`src/rtl/core/tccs_pkg.sv`:
```
`default_nettype none

package tccs_pkg;

  // action codes
  localparam logic [1:0] ACT_PUT   = 2'd0;
  localparam logic [1:0] ACT_DEL   = 2'd1;
  localparam logic [1:0] ACT_CLEAR = 2'd2;
  localparam logic [1:0] ACT_READ  = 2'd3;

  // character and cell constants
  localparam logic [7:0]  NEWLINE_CHAR = 8'd10;
  localparam logic [7:0]  SPACE_CHAR   = 8'h20;
  localparam logic [15:0] BLANK_CELL   = 16'h0020;

  // controller to datapath commands
  typedef struct packed {
    logic latch_in;    // capture a new item
    logic cur_wrap;    // cursor past end: back to start of last row
    logic nl_next;     // newline: start of next row
    logic nl_row;      // newline on last row: start of this row
    logic put_wr;      // write char cell at cursor, advance
    logic del;         // back up and write colored space
    logic clr;         // home the cursor
    logic rd_capture;  // take registered read data
    logic sc_rd;       // scroll: read source cell one row below
    logic sc_wr;       // scroll: write moved cell
    logic wr_blank;    // write blank cell at sweep index
    logic idx_inc;     // advance sweep index
    logic idx_clr;     // restart sweep index
    logic out_load;    // load result register
  } tccs_cmd_t;

  // datapath to controller status
  typedef struct packed {
    logic [1:0] act;
    logic       is_nl;
    logic       cur_full;
    logic       cur_zero;
    logic       last_row;
    logic       idx_last_copy;
    logic       idx_last;
    logic       out_busy;
  } tccs_stat_t;

endpackage

`default_nettype wire

```
`src/rtl/core/tccs_ctrl.sv`:
```
`default_nettype none

module tccs_ctrl (
  input  wire logic                clk,
  input  wire logic                rst_n,
  input  wire logic                in_valid,
  output logic                     in_ready,
  input  wire tccs_pkg::tccs_stat_t st,
  output tccs_pkg::tccs_cmd_t       cmd
);

  localparam logic [3:0] S_INIT    = 4'd0;
  localparam logic [3:0] S_IDLE    = 4'd1;
  localparam logic [3:0] S_EXEC    = 4'd2;
  localparam logic [3:0] S_PUT     = 4'd3;
  localparam logic [3:0] S_SC_RD   = 4'd4;
  localparam logic [3:0] S_SC_WR   = 4'd5;
  localparam logic [3:0] S_BLANK   = 4'd6;
  localparam logic [3:0] S_CLEAR   = 4'd7;
  localparam logic [3:0] S_RD_WAIT = 4'd8;
  localparam logic [3:0] S_FIN     = 4'd9;

  logic [3:0] state_r, state_nxt;
  logic       post_put_r, post_put_nxt;

  // state register
  always_ff @(posedge clk) begin
    if (!rst_n) begin
      state_r    <= S_INIT;
      post_put_r <= 1'b0;
    end else begin
      state_r    <= state_nxt;
      post_put_r <= post_put_nxt;
    end
  end

  // next state and commands
  always_comb begin
    state_nxt    = state_r;
    post_put_nxt = post_put_r;
    in_ready     = 1'b0;
    cmd          = '0;
    case (state_r)
      S_INIT, S_CLEAR: begin
        cmd.wr_blank = 1'b1;
        if (st.idx_last) begin
          cmd.idx_clr = 1'b1;
          state_nxt   = (state_r == S_INIT) ? S_IDLE : S_FIN;
        end else begin
          cmd.idx_inc = 1'b1;
        end
      end
      S_IDLE: begin
        in_ready     = 1'b1;
        cmd.latch_in = in_valid;
        if (in_valid) begin
          state_nxt = S_EXEC;
        end
      end
      S_EXEC: begin
        case (st.act)
          tccs_pkg::ACT_PUT: begin
            if (st.cur_full) begin
              cmd.cur_wrap = 1'b1;
              post_put_nxt = 1'b1;
              state_nxt    = S_SC_RD;
            end else begin
              state_nxt = S_PUT;
            end
          end
          tccs_pkg::ACT_DEL: begin
            cmd.del   = !st.cur_zero;
            state_nxt = S_FIN;
          end
          tccs_pkg::ACT_CLEAR: begin
            cmd.clr   = 1'b1;
            state_nxt = S_CLEAR;
          end
          default: begin
            // item address is already on the read port
            state_nxt = S_RD_WAIT;
          end
        endcase
      end
      S_PUT: begin
        if (st.is_nl) begin
          if (st.last_row) begin
            cmd.nl_row   = 1'b1;
            post_put_nxt = 1'b0;
            state_nxt    = S_SC_RD;
          end else begin
            cmd.nl_next = 1'b1;
            state_nxt   = S_FIN;
          end
        end else begin
          cmd.put_wr = 1'b1;
          state_nxt  = S_FIN;
        end
      end
      S_SC_RD: begin
        cmd.sc_rd = 1'b1;
        state_nxt = S_SC_WR;
      end
      S_SC_WR: begin
        cmd.sc_wr   = 1'b1;
        cmd.idx_inc = 1'b1;
        state_nxt   = st.idx_last_copy ? S_BLANK : S_SC_RD;
      end
      S_BLANK: begin
        cmd.wr_blank = 1'b1;
        if (st.idx_last) begin
          cmd.idx_clr = 1'b1;
          state_nxt   = post_put_r ? S_PUT : S_FIN;
        end else begin
          cmd.idx_inc = 1'b1;
        end
      end
      S_RD_WAIT: begin
        cmd.rd_capture = 1'b1;
        state_nxt      = S_FIN;
      end
      S_FIN: begin
        if (!st.out_busy) begin
          cmd.out_load = 1'b1;
          state_nxt    = S_IDLE;
        end
      end
      default: begin
        state_nxt = S_INIT;
      end
    endcase
  end

endmodule

`default_nettype wire

```
`config.mk`:
```
export PLATFORM = sky130hd
export DESIGN_NAME = tccs_ctrl
export DESIGN_NICKNAME = d
export VERILOG_FILES = /design/src/rtl/core/tccs_pkg.sv /design/src/rtl/core/tccs_ctrl.sv
export SDC_FILE = /design/constraint.sdc
export NUM_CORES = 1
export LEC_CHECK = 0
export BUFFER_PORTS_ARGS = -buffer_cell sky130_fd_sc_hd__buf_2
export CORE_UTILIZATION = 40
export CTS_CLUSTER_DIAMETER = 30
export CTS_CLUSTER_SIZE = 25
export DETAILED_ROUTE_END_ITERATION = 10
export HOLD_SLACK_MARGIN = 0.1
export PLACE_DENSITY = 0.7
export SYNTH_ARGS = -nofsm -noshare
export SYNTH_HDL_FRONTEND = slang
export SYNTH_SLANG_ARGS = --single-unit
```
`constraint.sdc`:
```
create_clock -name clk -period 1.8 [get_ports clk]
set_clock_uncertainty 0.15 [all_clocks]
set_input_delay 0.18 -clock clk [delete_from_list [all_inputs] [get_ports clk]]
set_output_delay 0.18 -clock clk [all_outputs]
set_load 0.1 [all_outputs]
```
==> key figures, run 1 <==
Logic synthesis
  – Synth Area in Simple Gates: 0.427
  – Cells after Synth: 84
  – Post-synthesis cell type count: 35
  – Avg Synthesized Cell Area: 7.18 sq um
  – Synthesis Warnings: 0
  – Synth Area in Adders: 0.0830
  – Synth Register Bits: 5
  – Synth Area in Compound Gates: 0.255
  – Xor/xnor share of the synthesized area: 0
  – Combinational family with the most area after synthesis: simple AND/OR/NAND/NOR gates
  – Synthesized net count: 100
  – Register area share after synthesis: 0.166
  – Cell Area, Synth: 603 sq um
  – Post-synthesis mux area share: 0

Floorplan
  – # IOs: 27
  – Die width: 40.8 um
  – Num rows: 13
  – Initial Utilization: 0.447
  – Die height: 40.8 um

Placement
  – PortBufs: 26
  – GP Congestion: 0.865
  – Post-Place Cells: 130
  – Post-Place Cell Area: 1160 sq um
  – Post-DP HPWL: 1.49 mm

CTS
  – Post-CTS sizing: 10
  – Total CTS buffers: 3
  – Clk root buf: clkbuf_4
  – CTS hold repair buffers: 1
  – Post-CTS setup buffers: 11
  – CTS max path bufs: 2
  – H-Tree Depth: 1
  – CTS sink cnt: 5

Status
  – Status: did not finish
  – Error: [ERROR DPL-0033] detailed placement checks failed during check placement.
  – Fail Step: clock tree synthesis
[kinds of logic after synthesis]
family                     after synthesis
and+or+nand+nor                         45
DFF                                      5
adders and majority gates                4
AOI/OAI and AO/OA                       21
buffers and inverters                    9
[Yosys cell counts (all sizes together)]
cell / number / area, sq um
a22oi: 2 / 15.0
a2111oi: 1 / 15.0
o21bai: 1 / 7.51
nor4b: 2 / 17.5
a31oi: 1 / 6.26
nor3b: 3 / 22.5
o311ai: 1 / 8.76
nand3: 2 / 10.0
or2: 1 / 6.26
or4: 1 / 11.3
nand2b: 3 / 18.8
buf: 4 / 22.5
a21boi: 2 / 18.8
dfxtp: 5 / 100
and3b: 1 / 8.76
o32a: 1 / 10.0
inv: 5 / 18.8
or3: 2 / 12.5
and2b: 1 / 7.51
o21a: 2 / 15.0
and3: 1 / 6.26
o21ai: 7 / 38.8
nor2b: 6 / 37.5
a31o: 1 / 8.76
nand2: 6 / 22.5
nand4: 1 / 6.26
nor2: 7 / 26.3
nor3: 5 / 25.0
and2: 3 / 18.8
a21oi: 2 / 10.0
ha: 4 / 50.1
[stage by stage]
stage / setup slack (ps) / TNS (ps)
floorplan: -332 / -1090
global placement: 69.0 / 0
detailed placement: 28.9 / 0
==> inputs of run 2 (changes only) <==
Settings changed: CORE_AREA from default to 2 2 63 65, CORE_UTILIZATION 40 to default, CTS_CLUSTER_DIAMETER 30 to default, CTS_CLUSTER_SIZE 25 to default, DIE_AREA from default to 0 0 65 67, HOLD_SLACK_MARGIN 0.1 to default, PLACE_DENSITY 0.7 to default, PLACE_DENSITY_LB_ADDON from default to 0.15.
==> run 2 against run 1 <==
Synthesized area stayed put; synthesized cell count stayed put; the flow now finishes, with violations (setup timing).
==> key figures, run 2 <==
Logic synthesis
  – Post-synthesis cell type count: 35 (unchanged)
  – Cells after Synth: 84 (unchanged)
  – Post-synth top area cell: dfxtp_1
  – Cell Area, Synth: 603 sq um (unchanged)
  – Avg Synthesized Cell Area: 7.18 sq um (unchanged)
  – EDFF count, synth: 0 (unchanged)
  – List of most frequent post-synthesis cells: nor2_1 (7), nand2_1 (6), nor2b_1 (6)
  – Synthesis Warnings: 0 (unchanged)
  – Register area share after synthesis: 0.166 (unchanged)
  – Main area contributors after synthesis: dfxtp_1 (17%), ha_1 (8.3%), nor2b_1 (6.2%)
  – Top_reg_cell synth: dfxtp_1
  – Synth Register Bits: 5 (unchanged)
  – Synthesized net count: 100 (unchanged)
  – Top-count cell post-synth: nor2_1
  – Area share of the largest cell type after synthesis: 0.166 (unchanged)
  – Share of async-settable or async-resettable flops after synthesis: 0 (unchanged)

Timing
  – Slew @ Worst Pin: 379 ps
  – Hold slack final: 69.6 ps
  – Post-layout min period: 1980 ps
  – Setup violators final: 8
  – RSZ-0062 raised after global routing: yes
  – Period utilization: 1.10
  – Setup TNS: -704 ps
  – Final worst slack: -177 ps
  – Max Fclk: 506 MHz
  – Max-slew violations: 0
  – Final Hold Fails: 0
  – Slew HR: 0.747

Global route
  – Largest net degree at the start of global routing: 11
  – Antenna violations before repair: 0
  – GRT Util Overall: 0.114
  – Global-route wire length before repair: 3.89 mm
  – Total global routing overflow: 0
  – Number of global-route vias before repair: 829

Layout
  – Largest registers: state_r x4, post_put_r x1
  – Finished Core Util: 0.413
  – Fill count: 353
  – Biggest register: state_r
  – Commonest non-fill, non-tap cell in the layout: buf_12
  – Commonest non-fill, non-tap cells in the layout: buf_12 (16), buf_4 (15), buf_2 (11)
  – Fraction of layout cells with a size suffix above 1: 0.664
  – Final non-filler cell total: 182
  – Fin nets: 151
  – Max reg flops: 4
  – Layout Area Growth over Synthesis: 147%
  – Antenna diode count: 0

Floorplan
  – Die ar.: 4360 sq um
  – Area of the core: 3610 sq um
  – Num rows: 22 (+9)
  – # IOs: 27 (unchanged)
  – Die height: 67 um (+64%)
  – Die width: 65 um (+59%)
  – Initial Utilization: 0.167 (-0.279)

Worst setup path
  – Flop2flop setup slack: -70 ps
  – Critical Path Start Type: flop
  – Crit Path Max Fanout: 3
  – WP data arrival: 1650 ps
  – Critical path class: flop to output port
  – Worst Setup End Kind: output port
  – Max incr delay on CP: 540 ps
  – Slowest cell on the critical path: or4_4
  – Ordered list of cells on the worst path: or4_4, o21ai_4, and2b_1, or2_4, buf_12
  – Worst endpoint required time: 1470 ps

CTS
  – Total CTS buffers: 3 (unchanged)
  – CTS sink cnt: 5 (unchanged)
  – Clock-pin transition on the worst setup and hold timing paths: 40 ps
  – H-Tree Depth: 1 (unchanged)
  – CTS hold repair buffers: 0 (-1)
  – CTS max path bufs: 2 (unchanged)
  – CTS tree: done
  – Worst skew pair latency: 230 ps
  – Clk root buf: clkbuf_8

Placement
  – PortBufs: 26 (unchanged)
  – Post-Place Cells: 163 (+25%)
  – Post-DP HPWL: 1.65 mm (+11%)
  – GP Congestion: 0.759 (-12%)
  – Post-place setup slack: 43.4 ps (+14.5 ps)

Power and ir drop
  – P_int: 0.897 mW
  – Switch share: 0.484
  – Clock share of power: 0.124
  – Net Switching: 0.843 mW
  – Peak supply drop: 290 uV
  – Lkg Pwr: 0.588 nW
  – Sequential Power Share: 0.088
  – Pwr dens: 1170 nW/um^2
  – Gate power share: 0.789

Hold path
  – Worst Hold Class: primary input to flop

Drt
  – Routed Antenna Nets: 0
  – DRC viols: 0
  – DR pass1 iterations: 4
  – Routed wire per std cell: 13.0 um
  – 1st-iter DRT viols: 30
  – Routed WL: 2.36 mm
  – Total number of vias: 810
  – Vias/cell: 4.45

Status
  – Failing checks: setup timing
  – Status: finished with violations

Job
  – Maxcap violations: 0
## run 2: cell counts after synthesis
Identical to the previous run, type by type.
## run 2: per-layer routing
metal	GRT usage	vias up	routed length [um]
met3	0.0118	6	122
met4	0.0452	0	57
met1	0.133	375	905
met5	0	-	0
li1	-	400	-
met2	0.213	29	1280
## run 2: logic make-up (layout without fill, tap and decap cells)
kind of cell    after synthesis  count (layout)  synth area share
compound gates               21              21             0.255
fa+ha+maj                     4               4            0.0830
buf+inv                       9              59            0.0685
flops                         5               5             0.166
simple gates                 45              45             0.427
## run 2: cell type report
class,instances,area [sq um],share of cell area
repair buffers,50,582,0.391
clock buffers,3,41.3,0.0278
multi-input cells,70,673,0.452
clock inverters,1,5.00,0.00336
well taps,48,60.1,0.0404
flip-flops and latches,5,108,0.0723
inverters,5,18.8,0.0126
## run 2: power by group through the flow
stage               Clock [mW]  Combinational (mW)  Sequential (mW)
finish                   0.215                1.37            0.152
global route             0.228                1.43            0.156
CTS                      0.213                1.23            0.150
detailed placement           0                1.09            0.158
global placement             0                1.08            0.157
floorplan                    0               0.722            0.157
## run 2: worst max-delay path: cells and delay by family (launching register included)
family                 cells  cell delay, ps
flip-flops                 1             340
AND/OR/NAND/NOR            3             830
buffers and inverters      1             160
AO/OA/AOI/OAI              1              80
## run 2: worst paths after layout
| kind | start | to | cells past startpoint |
|---|---|---|---|
| max | state_r[0] | cmd[2] | 5 |
| min | rst_n | post_put_r | 2 |
| max reg2reg | state_r[0] | state_r[3] | 9 |
| min reg2reg | post_put_r | post_put_r | 3 |
## run 2: metrics by stage
stage	area, sq um	power [mW]
floorplan	734	0.879
global placement	1200	1.24
detailed placement	1200	1.24
CTS	1370	1.59
global route	1490	1.82
finish	1490	1.74
## run 2: repair_timing
item	4_1_cts	5_1_grt
resized for setup	9	19
setup endpoints to repair	6	13
buffers inserted	12	5
pin swaps	7	10
cloned	0	0
(Power assumes the default switching activity.)
==> inputs of run 3 (changes only) <==
Settings changed: CELL_PAD_IN_SITES_DETAIL_PLACEMENT from default to 1, CELL_PAD_IN_SITES_GLOBAL_PLACEMENT from default to 1.
==> run 3 against run 2 <==
The run still ends with setup timing left; core utilization fell by 2.8 points; clock-buffer cell count is 1 higher; non-clock buffer count down 4; combinational power down 8%; critical path depth did not move; final cell count down 2.2%; register-to-register slack improved by 160 ps; total power is 5.8% lower; worst hold slack better by 21 ps; first-iteration DRC count shrank 30%; fmax about the same; sequential share of layout area up 0.71 points; critical endpoint unchanged.
==> key figures, run 3 (synthesis results as in run 2) <==
Layout
  – Antenna diode count: 0 (unchanged)
  – Biggest register: state_r
  – Max reg flops: 4 (unchanged)
  – Layout Area Growth over Synthesis: 130%
  – Largest registers: state_r x4, post_put_r x1
  – Finished Core Util: 0.384 (-0.0281)
  – Fin nets: 147 (-2.6%)
  – Fraction of layout cells with a size suffix above 1: 0.600 (-0.0642)
  – Commonest non-fill, non-tap cells in the layout: buf_12 (15), buf_4 (15), buf_2 (11)

Drt
  – DR pass1 iterations: 4 (unchanged)
  – Routed WL: 2.50 mm (+5.8%)
  – DRC viols: 0 (unchanged)
  – Total number of vias: 799 (-1.4%)
  – Vias/cell: 4.49 (+0.86%)
  – Routed Antenna Nets: 0 (unchanged)
  – Routed wire per std cell: 14.0 um (+8.1%)
  – 1st-iter DRT viols: 21 (-30%)

Hold path
  – Hold Path Cell Cnt: 2 (unchanged)
  – Worst Hold Path EP: post_put_r
  – Worst Hold Class: primary input to flop
  – Hold path start: rst_n

Floorplan
  – Num rows: 22 (unchanged)
  – Die width: 65 um (unchanged)
  – # IOs: 27 (unchanged)
  – Die height: 67 um (unchanged)
  – Area of the core: 3610 sq um (unchanged)
  – Initial Utilization: 0.167 (unchanged)
  – Die ar.: 4360 sq um (unchanged)

Worst setup path
  – Worst endpoint required time: 1470 ps (about the same)
  – Crit Path Max Fanout: 3 (unchanged)
  – Worst Setup End Kind: output port
  – Reg2Reg Depth: 7 (-2)
  – Critical path class: flop to output port
  – Flop2flop setup slack: 90 ps (+160 ps)
  – WP data arrival: 1650 ps (about the same)
  – R2r endpoint: state_r[3]
  – Worst r2r src: state_r[0]
  – Critical Path Start Type: flop

Timing
  – Max-slew violations: 0 (unchanged)
  – Setup violators final: 5 (-3)
  – Slew HR: 0.723 (-0.0243)
  – Final Hold Fails: 0 (unchanged)
  – Slew @ Worst Pin: 415 ps (+35.7 ps)
  – Period utilization: 1.10 (about the same)
  – Post-layout min period: 1980 ps (-1.43 ps)
  – Max Fclk: 506 MHz (about the same)
  – RSZ-0062 raised after global routing: yes
  – Final worst slack: -175 ps (+1.43 ps)

Placement
  – GP Congestion: 0.706 (-7.0%)
  – Post-DP HPWL: 1.94 mm (+17%)
  – PortBufs: 26 (unchanged)

Global route
  – Total global routing overflow: 0 (unchanged)
  – Number of global-route vias before repair: 884 (+6.6%)
  – Largest net degree at the start of global routing: 13 (+2)
  – Antenna violations before repair: 0 (unchanged)
  – GRT Util Overall: 0.126 (+0.0113)
  – Global-route wire length before repair: 4.22 mm (+8.3%)

Power and ir drop
  – Pwr dens: 1180 nW/um^2 (+1.0%)
  – Tot Pwr: 1.64 mW (-5.8%)
  – Peak supply drop: 298 uV (+2.6%)
  – Lkg Pwr: 0.551 nW (-6.2%)

CTS
  – Clock-pin transition on the worst setup and hold timing paths: 40 ps (about the same)
  – CTS max path bufs: 2 (unchanged)
  – Worst skew pair latency: 230 ps (about the same)
  – CTS tree: done
  – CTS hold repair buffers: 0 (unchanged)
  – CTS sink cnt: 5 (unchanged)
  – H-Tree Depth: 1 (unchanged)
  – Total CTS buffers: 3 (unchanged)
  – Clk root buf: clkbuf_8

Job
  – Maxcap violations: 0 (unchanged)

Status
  – Failing checks: setup timing
  – Status: finished with violations
==> run 3: critical path: stages, from the launching register on <==
cell and delay (ps):
dfxtp_2 320, or4_4 560, o21ai_4 90, and2b_1 170, or2_4 130, buf_12 160
==> run 3: final cells by class <==
cell class	count	area, sq um
clock buffer	4	45.0
fill	422	2220
inverter	5	18.8
multi-input combinational	70	624
sequential	5	110
tap	48	60.1
timing repair buffer	46	528
==> run 3: routing by layer <==
metal	global-route usage	wire length [um]	part of all wire
met1	0.139	1050	0.42
met5	0	0	0
met3	0.0101	100	0.040
met4	0.0638	44	0.018
met2	0.238	1310	0.52
==> run 3: worst max-delay path by stage <==
stage,depth (start not counted),start,endpoint
after floorplan,3,state_r[1],cmd[13]
after global placement,5,state_r[1],cmd[12]
after detailed placement,5,state_r[1],cmd[2]
after CTS,5,state_r[0],cmd[2]
after global routing,5,state_r[2],cmd[2]
final,5,state_r[0],cmd[2]
==> run 3: timing repair <==
item                                    in CTS  in global routing
gates cloned                                 0                  0
endpoints found under the setup margin       8                 14
buffers inserted                            11                  2
pin swaps                                    5                  3
gates resized for setup                      7                 11
==> run 3: power by group <==
group          total (mW)  switching [mW]  internal [mW]
clock               0.223          0.0700          0.153
sequential          0.152          0.0208          0.132
combinational        1.26           0.726          0.537
==> run 3: through the flow <==
step	TNS (ps)	hold slack (ps)	setup WS [ps]	area (sq um)	std cells
floorplan	-1090	148	-332	734	84
global placement	0	312	83.8	1190	164
detailed placement	0	327	62.5	1190	164
CTS	-740	91.8	-165	1350	179
global route	-627	90.3	-217	1390	178
finish	-417	90.4	-175	1390	178
